<file path="src/button_click_autorepeat_defines.svh">
// -----------------------------------------------------------------------------
// Button click autorepeat: assertion macros
// Shared property wrappers; each expects clk_i and rst_ni in scope.
// -----------------------------------------------------------------------------
`ifndef BUTTON_CLICK_AUTOREPEAT_DEFINES_SVH
`define BUTTON_CLICK_AUTOREPEAT_DEFINES_SVH

// Same-cycle implication.
`define BCA_ASSERT_IMPL(lbl, ante, cons, msg) \
  lbl: assert property (@(posedge clk_i) disable iff (!rst_ni) (ante) |-> (cons)) \
    else $error(msg);

// Next-cycle implication.
`define BCA_ASSERT_NEXT(lbl, ante, cons, msg) \
  lbl: assert property (@(posedge clk_i) disable iff (!rst_ni) (ante) |=> (cons)) \
    else $error(msg);

`endif

</file>
<file path="src/bca_pkg.sv">
// -----------------------------------------------------------------------------
// Button click autorepeat package
// Field widths, register indexes, opcodes and shared types.
// -----------------------------------------------------------------------------
package bca_pkg;

  localparam int unsigned FieldW      = 16;
  localparam int unsigned DelayW      = 15;
  localparam int unsigned CountW      = 16;
  localparam int unsigned ButtonBits  = 16;
  localparam int unsigned RepeatSlots = 4;
  localparam int unsigned NumKeyRegs  = 4;
  localparam int unsigned CfgIdxW     = 4;

  // Opcodes
  localparam logic OpTick = 1'b0;
  localparam logic OpPoll = 1'b1;

  // Register indexes
  localparam logic [CfgIdxW-1:0] RegActiveLevel  = 4'd0;
  localparam logic [CfgIdxW-1:0] RegSamplePeriod = 4'd1;
  localparam logic [CfgIdxW-1:0] RegRepeatDelay  = 4'd2;
  localparam logic [CfgIdxW-1:0] RegRepeatPeriod = 4'd3;
  localparam logic [CfgIdxW-1:0] RegRepeatKey0   = 4'd4;

  typedef struct packed {
    logic              opcode;
    logic [FieldW-1:0] raw_buttons;
  } bca_in_t;

  typedef struct packed {
    logic [FieldW-1:0] clicks;
    logic [FieldW-1:0] repeat_clicks;
    logic [FieldW-1:0] button_state;
  } bca_out_t;

  typedef struct packed {
    logic                              active_level;
    logic [FieldW-1:0]                 sample_period;
    logic [DelayW-1:0]                 repeat_delay;
    logic [DelayW-1:0]                 repeat_period;
    logic [NumKeyRegs-1:0][FieldW-1:0] repeat_key;
  } bca_cfg_t;

  typedef struct packed {
    logic tick;
    logic poll;
  } bca_evt_t;

  localparam bca_cfg_t CfgReset = '{
    active_level:  1'b0,
    sample_period: 16'd10,
    repeat_delay:  15'd500,
    repeat_period: 15'd100,
    repeat_key:    '0
  };

endpackage

</file>
<file path="src/button_click_autorepeat.sv">
// -----------------------------------------------------------------------------
// Button click autorepeat top level
// A result is valid once registered; the beat passes the input reg, then the result reg.
// Throughput: one tick or poll per unstalled cycle; the single-pass update closes the state.
// Reset: flags, state, counters and config clear asynchronously; prescaler resets to zero.
// -----------------------------------------------------------------------------
`include "button_click_autorepeat_defines.svh"

module button_click_autorepeat #(
  parameter int unsigned BUTTON_BITS  = bca_pkg::ButtonBits,
  parameter int unsigned REPEAT_SLOTS = bca_pkg::RepeatSlots
) (
  input  logic                        clk_i,
  input  logic                        rst_ni,
  input  logic                        in_valid_i,
  output logic                        in_stall_o,
  input  bca_pkg::bca_in_t            in_data_i,
  output logic                        out_valid_o,
  input  logic                        out_stall_i,
  output bca_pkg::bca_out_t           out_data_o,
  input  logic                        cfg_valid_i,
  output logic                        cfg_ready_o,
  input  logic [bca_pkg::CfgIdxW-1:0] cfg_index_i,
  input  logic [bca_pkg::FieldW-1:0]  cfg_data_i
);

  localparam int unsigned FieldW  = bca_pkg::FieldW;
  localparam int unsigned SampleW = (BUTTON_BITS < FieldW) ? BUTTON_BITS : FieldW;

  bca_pkg::bca_cfg_t  cfg;
  bca_pkg::bca_evt_t  evt;
  bca_pkg::bca_in_t   in_q;
  bca_pkg::bca_out_t  out_q, out_d;
  logic               in_valid_q, out_valid_q;
  logic               advance, process;
  logic [SampleW-1:0] cur, cur_next, pending, repeats;

  // advance when the result register is empty or being drained
  assign advance    = !out_valid_q || !out_stall_i;
  assign process    = in_valid_q && advance;
  assign in_stall_o = in_valid_q && !advance;

  assign evt.tick = process && (in_q.opcode == bca_pkg::OpTick);
  assign evt.poll = process && (in_q.opcode == bca_pkg::OpPoll);

  bca_cfg_regs u_cfg (
    .clk_i       (clk_i),
    .rst_ni      (rst_ni),
    .cfg_valid_i (cfg_valid_i),
    .cfg_ready_o (cfg_ready_o),
    .cfg_index_i (cfg_index_i),
    .cfg_data_i  (cfg_data_i),
    .cfg_o       (cfg)
  );

  bca_sampler #(
    .BUTTON_BITS (BUTTON_BITS)
  ) u_sampler (
    .clk_i      (clk_i),
    .rst_ni     (rst_ni),
    .evt_i      (evt),
    .raw_i      (in_q.raw_buttons),
    .cfg_i      (cfg),
    .cur_o      (cur),
    .cur_next_o (cur_next),
    .pending_o  (pending)
  );

  bca_repeat #(
    .BUTTON_BITS  (BUTTON_BITS),
    .REPEAT_SLOTS (REPEAT_SLOTS)
  ) u_repeat (
    .clk_i     (clk_i),
    .rst_ni    (rst_ni),
    .evt_i     (evt),
    .cfg_i     (cfg),
    .cur_i     (cur),
    .repeats_o (repeats)
  );

  always_comb begin
    out_d.button_state  = FieldW'(cur_next);
    out_d.clicks        = '0;
    out_d.repeat_clicks = '0;
    if (evt.poll) begin
      out_d.clicks        = FieldW'(pending | repeats);
      out_d.repeat_clicks = FieldW'(repeats);
    end
  end

  always_ff @(posedge clk_i or negedge rst_ni) begin
    if (!rst_ni) begin
      in_valid_q  <= 1'b0;
      out_valid_q <= 1'b0;
    end else begin
      if (!in_stall_o) begin
        in_valid_q <= in_valid_i;
      end
      if (advance) begin
        out_valid_q <= in_valid_q;
      end
    end
  end

  // payload registers: hold while stalled
  always_ff @(posedge clk_i) begin
    if (in_valid_i && !in_stall_o) begin
      in_q <= in_data_i;
    end
    if (process) begin
      out_q <= out_d;
    end
  end

  assign out_valid_o = out_valid_q;
  assign out_data_o  = out_q;

  `BCA_ASSERT_IMPL(a_rep_subset, out_valid_o, (out_data_o.repeat_clicks & ~out_data_o.clicks) == '0, "repeat click missing from clicks")
  `BCA_ASSERT_NEXT(a_result_follows, process, out_valid_q, "processed beat left no result")

endmodule

</file>
<file path="src/bca_cfg_regs.sv">
// -----------------------------------------------------------------------------
// Button click autorepeat configuration registers
// Register file written through the index/data write channel.
// -----------------------------------------------------------------------------
module bca_cfg_regs (
  input  logic                         clk_i,
  input  logic                         rst_ni,
  input  logic                         cfg_valid_i,
  output logic                         cfg_ready_o,
  input  logic [bca_pkg::CfgIdxW-1:0]  cfg_index_i,
  input  logic [bca_pkg::FieldW-1:0]   cfg_data_i,
  output bca_pkg::bca_cfg_t            cfg_o
);

  bca_pkg::bca_cfg_t cfg_q, cfg_d;
  logic              cfg_we;

  assign cfg_ready_o = 1'b1;
  assign cfg_we      = cfg_valid_i & cfg_ready_o;

  always_comb begin
    cfg_d = cfg_q;
    if (cfg_we) begin
      unique case (cfg_index_i)
        bca_pkg::RegActiveLevel:  cfg_d.active_level  = cfg_data_i[0];
        bca_pkg::RegSamplePeriod: cfg_d.sample_period = cfg_data_i;
        bca_pkg::RegRepeatDelay:  cfg_d.repeat_delay  = cfg_data_i[bca_pkg::DelayW-1:0];
        bca_pkg::RegRepeatPeriod: cfg_d.repeat_period = cfg_data_i[bca_pkg::DelayW-1:0];
        default: begin
          // key masks; indexes past the last key fall through untouched
          for (int k = 0; k < bca_pkg::NumKeyRegs; k++) begin
            if (cfg_index_i == bca_pkg::RegRepeatKey0 + bca_pkg::CfgIdxW'(k)) begin
              cfg_d.repeat_key[k] = cfg_data_i;
            end
          end
        end
      endcase
    end
  end

  always_ff @(posedge clk_i or negedge rst_ni) begin
    if (!rst_ni) begin
      cfg_q <= bca_pkg::CfgReset;
    end else begin
      cfg_q <= cfg_d;
    end
  end

  assign cfg_o = cfg_q;

endmodule

</file>
<file path="src/bca_sampler.sv">
// -----------------------------------------------------------------------------
// Button click autorepeat sampler
// Prescaler, sampled button word and pending edge-click mask.
// -----------------------------------------------------------------------------
`include "button_click_autorepeat_defines.svh"

module bca_sampler #(
  parameter int unsigned BUTTON_BITS = bca_pkg::ButtonBits,
  localparam int unsigned SampleW =
    (BUTTON_BITS < bca_pkg::FieldW) ? BUTTON_BITS : bca_pkg::FieldW
) (
  input  logic                       clk_i,
  input  logic                       rst_ni,
  input  bca_pkg::bca_evt_t          evt_i,
  input  logic [bca_pkg::FieldW-1:0] raw_i,
  input  bca_pkg::bca_cfg_t          cfg_i,
  output logic [SampleW-1:0]         cur_o,
  output logic [SampleW-1:0]         cur_next_o,
  output logic [SampleW-1:0]         pending_o
);

  // cur_q also serves as the previous sample: both always take the same word
  logic [SampleW-1:0]         cur_q, cur_d;
  logic [SampleW-1:0]         pend_q, pend_d;
  logic [bca_pkg::FieldW-1:0] presc_q, presc_d;
  logic [SampleW-1:0]         sample;
  logic [SampleW-1:0]         pressed;

  assign sample  = raw_i[SampleW-1:0];
  assign pressed = cfg_i.active_level ? sample : ~sample;

  always_comb begin
    cur_d   = cur_q;
    pend_d  = pend_q;
    presc_d = presc_q;
    if (evt_i.tick) begin
      if (presc_q == '0) begin
        pend_d  = pend_q | ((sample ^ cur_q) & pressed);
        cur_d   = sample;
        presc_d = cfg_i.sample_period;
      end else begin
        presc_d = presc_q - bca_pkg::FieldW'(1);
      end
    end else if (evt_i.poll) begin
      pend_d = '0;
    end
  end

  always_ff @(posedge clk_i or negedge rst_ni) begin
    if (!rst_ni) begin
      cur_q   <= '0;
      pend_q  <= '0;
      presc_q <= '0;
    end else begin
      cur_q   <= cur_d;
      pend_q  <= pend_d;
      presc_q <= presc_d;
    end
  end

  assign cur_o      = cur_q;
  assign cur_next_o = cur_d;
  assign pending_o  = pend_q;

  `BCA_ASSERT_NEXT(a_presc_reload, evt_i.tick && presc_q == '0, presc_q == $past(cfg_i.sample_period), "prescaler not reloaded after sample")
  `BCA_ASSERT_NEXT(a_pend_clear, evt_i.poll, pend_q == '0, "pending clicks survived a poll")

endmodule

</file>
<file path="src/bca_repeat.sv">
// -----------------------------------------------------------------------------
// Button click autorepeat slots
// Per-slot hold counters that inject repeat clicks on polls.
// -----------------------------------------------------------------------------
`include "button_click_autorepeat_defines.svh"

module bca_repeat #(
  parameter int unsigned BUTTON_BITS  = bca_pkg::ButtonBits,
  parameter int unsigned REPEAT_SLOTS = bca_pkg::RepeatSlots,
  localparam int unsigned SampleW =
    (BUTTON_BITS < bca_pkg::FieldW) ? BUTTON_BITS : bca_pkg::FieldW
) (
  input  logic               clk_i,
  input  logic               rst_ni,
  input  bca_pkg::bca_evt_t  evt_i,
  input  bca_pkg::bca_cfg_t  cfg_i,
  input  logic [SampleW-1:0] cur_i,
  output logic [SampleW-1:0] repeats_o
);

  localparam int unsigned CountW = bca_pkg::CountW;
  localparam int unsigned DelayW = bca_pkg::DelayW;

  logic [REPEAT_SLOTS-1:0][CountW-1:0]  cnt_q, cnt_d;
  logic [REPEAT_SLOTS-1:0][SampleW-1:0] slot_keys;
  logic [REPEAT_SLOTS-1:0]              fire;
  logic [CountW-1:0]                    limit;
  logic [CountW-1:0]                    delay_ext;

  assign delay_ext = CountW'(cfg_i.repeat_delay);
  assign limit     = delay_ext + CountW'(cfg_i.repeat_period);

  for (genvar k = 0; k < REPEAT_SLOTS; k++) begin : g_slot
    logic              en;
    logic              held;
    logic [CountW-1:0] inc;

    assign slot_keys[k] = cfg_i.repeat_key[k][SampleW-1:0];
    assign en           = |slot_keys[k];
    assign held = cfg_i.active_level ? ((cur_i & slot_keys[k]) == slot_keys[k])
                                     : ((cur_i & slot_keys[k]) == '0);
    // saturate at all ones
    assign inc     = (cnt_q[k] != '1) ? cnt_q[k] + CountW'(1) : cnt_q[k];
    assign fire[k] = evt_i.poll & en & held & (inc >= limit);

    always_comb begin
      cnt_d[k] = cnt_q[k];
      if (evt_i.poll && en) begin
        if (!held) begin
          cnt_d[k] = '0;
        end else if (fire[k]) begin
          cnt_d[k] = delay_ext;
        end else begin
          cnt_d[k] = inc;
        end
      end
    end
  end

  always_comb begin
    repeats_o = '0;
    for (int k = 0; k < REPEAT_SLOTS; k++) begin
      if (fire[k]) begin
        repeats_o = repeats_o | slot_keys[k];
      end
    end
  end

  always_ff @(posedge clk_i or negedge rst_ni) begin
    if (!rst_ni) begin
      cnt_q <= '0;
    end else begin
      cnt_q <= cnt_d;
    end
  end

  `BCA_ASSERT_NEXT(a_slot0_reload, fire[0], cnt_q[0][DelayW-1:0] == $past(cfg_i.repeat_delay) && !cnt_q[0][CountW-1], "slot 0 count not dropped to delay")

endmodule

</file>
<file path="config.mk">
export PLATFORM = sky130hd
export DESIGN_NAME = button_click_autorepeat
export DESIGN_NICKNAME = d
export VERILOG_FILES = /design/src/bca_pkg.sv /design/src/button_click_autorepeat.sv /design/src/bca_cfg_regs.sv /design/src/bca_sampler.sv /design/src/bca_repeat.sv
export VERILOG_INCLUDE_DIRS = /design/src /design/src/src
export SDC_FILE = /design/constraint.sdc
export NUM_CORES = 1
export LEC_CHECK = 0
export BUFFER_PORTS_ARGS = -buffer_cell sky130_fd_sc_hd__buf_2
export CORE_AREA = 2 2 192 194
export CTS_CLUSTER_DIAMETER = 50
export CTS_CLUSTER_SIZE = 8
export DETAILED_ROUTE_END_ITERATION = 6
export DIE_AREA = 0 0 194 196
export MAX_ROUTING_LAYER = met4
export PLACE_DENSITY = 0.69
export SYNTH_ARGS = -nofsm -noshare
export SYNTH_HDL_FRONTEND = slang
export SYNTH_HIERARCHICAL = 1
export SYNTH_SLANG_ARGS = --single-unit
</file>
<file path="constraint.sdc">
create_clock -name clk_i -period 9.8 [get_ports clk_i]
set_input_delay 1.96 -clock clk_i [delete_from_list [all_inputs] [get_ports clk_i]]
set_output_delay 1.96 -clock clk_i [all_outputs]
set_load 0.03 [all_outputs]
</file>
==> summary.txt <==
Outcome
  – Status: complete, no violations

Timing
  – Setup TNS after final layout: 0 ps
  – Setup Skew: 27.8 ps
  – Measured slew at the worst slew-check pin: 1130 ps
  – Hold WS: 489 ps
  – Final Max Slew Viols: 0
  – Slew margin rel.: 0.248
  – Post-layout minimum cycle time: 5780 ps
  – Hold Fails Final Rpt: 0
  – Final Cycle Share: 0.590
  – # setup viols final: 0
  – Unrepaired setup endpoints after global routing: false
  – Max Freq: 0.173 GHz

GRT
  – Vias in the first global route: 13400
  – Pin count of the biggest net entering global routing: 107
  – GR Overflow Total: 0
  – Initial antenna violation count: 3
  – GRT Util Overall: 0.300
  – First-pass GRT wire length: 84200 µm

Floorplanning
  – Die H: 196 µm
  – Core area: 36100 µm²
  – Die area: 38000 µm²
  – Die width: 194 µm
  – I/O Pins: 93
  – Rows: 70
  – Initial core utilization: 0.472

Power
  – PwrDens: 257 nW/µm²
  – Tot Pwr: 4980 µW
  – LEAKAGE: 0.00834 µW
  – Max VDD drop: 0.177 mV

Synth
  – Syn Nets: 1687
  – Mapped cell area: 17000 µm²
  – Yosys reg bits: 290
  – EDFF count, synth: 65
  – Synthesized area per cell: 10.9 µm²
  – Part of the Yosys area used for sequential elements: 0.446
  – Async set-reset flop share out of synthesis: 0.776
  – Cells after synthesis: 1563
  – Distinct cells, synth: 101
  – YS warnings: 6
  – Synth Flop Type: dfrtp_1

Route
  – Total number of vias: 13500
  – DRT Wirelength: 55300 µm
  – Initial DRC Count: 1148
  – DRT antenna net count: 0
  – DRT Pass-1 Iters: 7
  – Routed len/inst: 25.6 µm
  – DR vias/cell: 6.26
  – DR DRC count: 0

Placement
  – Post-DP HPWL: 39100 µm
  – Routability-driven placement congestion ratio: 1.00
  – IO buf count: 91
  – Placement Cell Area: 17800 µm²

Critical path
  – Kind of cell adding the most delay to the critical path: compound AO/OA/AOI/OAI gates
  – Slowest stage cell, crit path: xor2_1
  – Worst Path Max Fanout: 16
  – CP Class: flop to flop
  – Most frequent cell on the critical path: a21o_1
  – CP Capture Type: flop
  – Max incr delay on CP: 550 ps
  – Crit path launch type: flop
  – Cell-by-cell listing of the critical path: ha_1 -> fa_1 -> a21o_1 -> nand4_1 -> nand4_1 -> a31o_2 -> a21o_1 -> a21o_1 -> a21oi_1 -> xor2_1 -> ha_1 -> and3_1 -> a221o_1 -> a21oi_1 -> a31oi_2 -> a32o_1 -> a221o_2 -> nor2_1 -> nor3b_1
  – CP bufs+invs: 0
  – Worst Path Arrival: 6080 ps
  – Worst Path Required: 10100 ps

Clocking
  – Clock Sinks: 290
  – H-tree depth: 2
  – Post-CTS Setup Bufs: 0
  – CTS Buf Count: 49
  – Worst-case clock buffer depth: 3
  – Gates resized, CTS repair: 0
  – Clk_lat worst skew: 600 ps
  – Hold-fix buffers, CTS: 0
  – Clock root buffer: clkbuf_16
  – CTS tree: done
  – Clock Pin Slew Worst Setup and Hold Paths: 50 ps

Layout
  – Final #Nets: 1777
  – Most frequent cells in the layout: dfrtp_1, nand2_1, mux2_2
  – Final instance area: 19400 µm²
  – Commonest non-fill, non-tap cell in the layout: dfrtp_1
  – Layout cell share with drive strength beyond 1: 0.217
  – Area Overhead vs Synth: 13.8%
  – Fillers: 3164
  – Utilization after layout: 0.536

Flow run
  – Total of max-cap violations: 0

Worst hold path
  – Hold Crit Class: flop to flop
-- per-layer routing --
metal | share of wire | vias up | GRT usage | wire length (µm)
li1 | - | 6079 | - | -
met3 | 0.063 | 163 | 0.0574 | 3470
met4 | 0.044 | 0 | 0.128 | 2420
met2 | 0.47 | 545 | 0.476 | 26200
met5 | 0 | - | - | 0
met1 | 0.42 | 6751 | 0.376 | 23100
-- synthesized netlist by cell type, types with 5 or more instances --
cell type    n  area, µm²
a222oi_1     8       80.1
buf_6       12        135
inv_1       53        199
nor2_1      60        225
a2111oi_0    9       78.8
o31ai_1      7       52.6
o21ai_0     83        415
buf_4        7       52.6
mux2_2     126       1420
a22o_2       6       60.1
dfstp_2     11        289
ha_1        81       1010
nand3_1     44        220
o21ai_1      8       40.0
nand2b_1    15       93.8
and3_1       9       56.3
mux2i_1     62        621
xor2_1      18        158
a22o_1      13        114
a31oi_1      9       56.3
xnor2_1     33        289
nor4_1      23        144
nor3_1      25        125
or3_1        9       56.3
nor2b_1     29        181
o221ai_1    10       87.6
edfxtp_1    65       1950
nor3b_2      8        100
clkbuf_1    30        113
a221o_1     21        210
and4_1      22        193
mux2_4       9        135
a211oi_1     7       52.6
nor3b_1     24        180
a21o_1      24        180
a21oi_1     48        240
nand4_1     28        175
nand2_1    152        571
buf_2        9       45.0
dfrtp_1    214       5360
o21a_1       5       37.5
a22oi_1     32        240
-- where the power goes --
part           internal (µW)  switching (µW)  leakage, µW
combinational            585             871      0.00405
clock                   1050             609     0.000747
sequential              1460             397      0.00354
-- flip-flops by register name, summed over array words and instances (netlist names) --
signal / cells
in_q: 17
in_valid_q: 1
out_data_o: 48
out_valid_o: 1
u_cfg/cfg_o: 111
u_repeat/cnt_q: 64
u_sampler/cur_o: 16
u_sampler/pending_o: 16
u_sampler/presc_q: 16
-- final timing paths --
check | start | end | slack [ps] | cells after the start
setup / recovery | u_cfg/cfg_o[79] | out_data_o[37] | 4020 | 19
hold / removal | u_repeat/cnt_q[26] | u_repeat/cnt_q[26] | 490 | 2
setup reg to reg | u_cfg/cfg_o[79] | out_data_o[37] | 4020 | 19
hold reg to reg | u_repeat/cnt_q[26] | u_repeat/cnt_q[26] | 490 | 2
max in group asynchronous | rst_ni | u_cfg/cfg_o[58] | 6910 | 2
min in group asynchronous | rst_ni | u_repeat/cnt_q[19] | 1450 | 1
-- through the flow --
stage / setup WS (ps) / instances
after floorplan: 5120 / 1563
after global placement: 4220 / 2070
after detailed placement: 4120 / 2070
after CTS: 4150 / 2160
after global routing: 3940 / 2162
final: 4020 / 2162
-- worst reg2reg max path: stages (launching register included) --
cell     delay, ps
dfrtp_1        480
ha_1           270
fa_1           410
a21o_1         190
nand4_1        130
nand4_1        210
a31o_2         290
a21o_1         190
a21o_1         170
a21oi_1        170
xor2_1         550
ha_1           380
and3_1         190
a221o_1        290
a21oi_1        220
a31oi_2        410
a32o_1         370
a221o_2        360
nor2_1         150
nor3b_1         70
-- layout make-up --
type / instances / area, µm² / area share
flip-flops and latches: 290 / 7600 / 0.392
inverters: 53 / 199 / 0.0103
clock inverters: 14 / 211 / 0.0109
well taps: 468 / 586 / 0.0303
clock buffers: 76 / 1380 / 0.0712
multi-input cells: 1156 / 8830 / 0.456
repair buffers: 103 / 556 / 0.0287
diodes: 2 / 5.00 / 0.000259
-- cells by family after synthesis --
kind of cell	share of synthesized area
other	0.000220
flip-flops	0.446
AND/OR/NAND/NOR	0.158
adder cells (fa/ha/maj)	0.0607
AO/OA/AOI/OAI	0.144
buffers and inverters	0.0360
multiplexers	0.128
XOR/XNOR	0.0263
No activity file was read; power rests on OpenSTA's default activity.
